File: src/rtl/qva_sat.sv
// Merge stage: clip lane sums to range and collect the clip flag
`default_nettype none
module qva_sat #(
  parameter int DATA_WIDTH = 32,
  parameter int IN_WIDTH   = 67
) (
  input  wire logic signed [IN_WIDTH-1:0]   val,
  output logic signed [DATA_WIDTH-1:0]      res,
  output logic                              clip
);
  localparam logic signed [IN_WIDTH-1:0] HI = (IN_WIDTH'(1) <<< (DATA_WIDTH-1)) - 1;
  localparam logic signed [IN_WIDTH-1:0] LO = -HI - 1;
  always_comb begin
    clip = 1'b1;
    if (val > HI) res = HI[DATA_WIDTH-1:0];
    else if (val < LO) res = LO[DATA_WIDTH-1:0];
    else begin
      res  = val[DATA_WIDTH-1:0];
      clip = 1'b0;
    end
  end
endmodule
`default_nettype wire

File: config.mk
export PLATFORM = sky130hd
export DESIGN_NAME = qva_sat
export DESIGN_NICKNAME = d
export VERILOG_FILES = /design/src/rtl/qva_sat.sv
export SDC_FILE = /design/constraint.sdc
export NUM_CORES = 1
export LEC_CHECK = 0
export BUFFER_PORTS_ARGS = -buffer_cell sky130_fd_sc_hd__clkbuf_2
export CELL_PAD_IN_SITES_DETAIL_PLACEMENT = 1
export CELL_PAD_IN_SITES_GLOBAL_PLACEMENT = 2
export CORE_UTILIZATION = 13
export DETAILED_ROUTE_END_ITERATION = 8
export PLACE_DENSITY_LB_ADDON = 0.1
export SLEW_MARGIN = 25
export SYNTH_ARGS = -nofsm -noshare
export SYNTH_HDL_FRONTEND = slang
export SYNTH_SLANG_ARGS = --single-unit
File: constraint.sdc
create_clock -name vclk -period 2.1
set_clock_uncertainty 0.05 [all_clocks]
set_input_delay 0.315 -clock vclk [all_inputs]
set_output_delay 0.315 -clock vclk [all_outputs]
set_load 0.02 [all_outputs]
### Word level (Yosys, flattened, before mapping)

Index checks and enable logic that the tools add are counted.

* logic and storage cells: 6
* register bits: 0
* output and inout bits: 33

* magnitude comparators: 2
* muxes and demuxes: 4

Operators with widths (count)
* 67-bit by 32-bit greater-than comparator with 1-bit output, second input constant: 1
* 67-bit by 32-bit < comparator with 1-bit output, second input constant: 1
* 32-bit two-way mux: 2
* 1-bit two-way mux: 2

### Longest topological paths before layout

* depth after elaboration: 3
* depth in mapped cells: 6

### Worst setup path before layout

Ideal clock, no wire load.

* path kind: input port to output port
* start: input val[66]
* end: output res[10]
* stages: 6
* required time: 1735 ps
* arrival: 1773 ps
* setup slack: -38 ps
* cell sequence: buf_2 nand4_1 or4_4 nor4_4 buf_6 o2bb2ai_1

* word-level cells in the longest chain between the ends: 3
* elaborated cells between the ends (all ways): 4

Ends and longest elaborated chain
* start: declaration: RTL line 7 `input wire logic signed [IN_WIDTH-1:0] val,`
* 67-bit by 32-bit < comparator with 1-bit output: RTL line 16 `else if (val < LO) res = LO[DATA_WIDTH-1:0];`
* 32-bit two-way mux: RTL line 16
* 32-bit two-way mux *: RTL line 15 `if (val > HI) res = HI[DATA_WIDTH-1:0];`
* end: declaration: RTL line 8 `output logic signed [DATA_WIDTH-1:0] res,`

Every way passes the cells marked *; elsewhere a longest branch is shown, timed or not.

### Worst setup path after layout

* start: input val[61]
* end: output res[23]

The elaborated chain is that of the path after synthesis.

==> metrics.cfg <==
[outcome]
status = complete, but fails checks
violations = negative setup slack

[sta]
rsz0062_at_grt = true
period_minus_slack_ps = 2210
report.final.slew_viol_count = 0
whs_ps = 845
setup_viol = 32
final.period_utilization = 1.05
hold_violations = 0
fmax_ghz = 0.452
tightest_slew_ps = 351
relSlewSlack = 0.766
layout_setup_ws_ps = -115

[critical_path]
crit_family = simple AND/OR/NAND/NOR gates
cp.required_ps = 1740
crit_top_cell = buf_6
start_kind = primary input
cp_cell_sequence = buf_6, nand4_1, or4_4, nor4_4, buf_6, clkbuf_16, o2bb2ai_1, buf_4
end_kind = primary output
cpPeakStageDelay_ps = 570
cp.buffers_inverters = 4
cp.arrival_ps = 1850
slowest_stage = or4_4
worst-setup-path-type = primary input to primary output
cp_max_fo = 16

[die]
num_rows = 26
die_x_um = 76.8
io_pins = 100
die_area_sq_um = 5910
core-area_sq_um = 5240
start_util = 0.139
die_h_um = 76.8

[yosys]
synth_adder_area_share = 0
synth_area_leader_cell = o2bb2ai_1
synth_top_family_by_area = simple AND/OR/NAND/NOR gates
yosys_warnings = 0
postSynthNetCount = 172
synth-compound-area-share = 0.373
synthTopCellsByArea = o2bb2ai_1, nor4_1, nand4_1, clkbuf_1, buf_6
syn_inst = 105
seq_area_frac_synth = 0
synthSimpleGateAreaFrac = 0.507
synth.top_cell.area_share = 0.373
synth_cell_types = 13
synth_xor_area_frac = 0
synth_area_sq_um = 728
syn_area_per_cell_sq_um = 6.94
synthMuxAreaShare = 0

[cells_and_area]
n_fill_cell = 658
nets = 265
n_antenna_cell = 0
register_area_sq_um = 0
seq_cell_count = 0
clkbuf_count = 0
layout-drive-gt1-share = 0.602
multi_input_area_sq_um = 711
areaGrowthSynthToFinish_pct = 116

[power]
p_seq_frac = 0
switching_share = 0.526
comb_power_share = 1.000
p_clk_frac = 0
switchingPower_mw = 0.116
total_power_mw = 0.220
pwr_density_cell_nw_per_um2 = 140
leakage_nw = 0.605
p_int_mw = 0.104
ir_drop_v = 0.0000400

[detailed_routing]
routed_wl_mm = 4.17
num_vias = 1308
drtIter0Drc = 56
first_pass_iters = 4
avgViaCountPerCell = 4.92
drc = 0
antenna_left = 0
wire_per_inst_um = 15.7

[cts]
hold_buffers = 0

[global_route]
grt_pass1_vias = 1391
grt-ovfl-total = 0
grt_max_degree = 33
grt_pass1_wl_mm = 6.44
grt_use_total = 0.127
antenna_found_initial = 0

[place]
dp_hpwl_mm = 2.96
numPortBuffers = 100
gp_congestion = 0.684

[hold_path]
hold_class = primary input to primary output

[run]
cap_violations = 0

cells in the final DEF (no fill, tap or decap), types with 2 or more instances in the layout:
cell type and count:
o2bb2ai_1 29, nor4_1 35, nand4_1 10, nor4_2 4, clkbuf_2 62, buf_12 4, nor4_4 2, clkbuf_16 2
buf_6 9, buf_4 30
Yosys cell counts:
master	count
nor2_1	1
nor3_1	1
buf_6	3
buf_2	1
or4_4	1
nand3_1	1
nor4_1	40
o2bb2ai_1	31
clkbuf_1	13
nand4_1	10
nand2_1	1
or3_1	1
nor4_4	1
path summary, 6_finish.rpt:
kind	startpoint	endpoint	slack, ps	cells after the start
max	val[61]	res[23]	-110	8
min	val[66]	res[31]	840	2
per-layer routing:
metal  routed length [um]  vias up  track usage
li1                     -      661            -
met1                 1820      593        0.160
met5                    0        -            0
met3                  272        0       0.0107
met2                 2090       54        0.243
met4                    0        0            0
cells by family after synthesis:
| group | Yosys count |
|---|---|
| buffers and inverters | 17 |
| and+or+nand+nor | 57 |
| AOI/OAI and AO/OA | 31 |
power groups by stage:
stage	registers [mW]	clock network [mW]	logic, mW
2_1_floorplan	0	0	0.0741
3_3_place_gp	0	0	0.185
3_5_place_dp	0	0	0.190
4_1_cts	0	0	0.204
5_1_grt	0	0	0.237
6_report	0	0	0.220
layout make-up:
cell class | instances | share of cell area
tap | 70 | 0.0558
multi-input combinational | 88 | 0.453
timing repair buffer | 108 | 0.492
timing repair:
item / CTS / global route
gates cloned: 0 / 2
pin swaps: 0 / 2
resized for setup: 29 / 55
endpoints found under the setup margin: 31 / 32
buffers inserted: 0 / 1
hold endpoints to repair: 0 / 0
per-stage QoR:
step | std cells | setup slack [ps] | cell area (sq um) | setup TNS [ps] | utilization
after floorplan | 105 | 99.8 | 728 | 0 | -
after global placement | 263 | -106 | 1320 | -2960 | 0.251
after detailed placement | 263 | -141 | 1320 | -3270 | 0.251
after CTS | 263 | -146 | 1390 | -3250 | 0.265
after global routing | 266 | -176 | 1570 | -4500 | 0.300
final | 266 | -115 | 1570 | -2520 | 0.300
(Power assumes the default switching activity.)
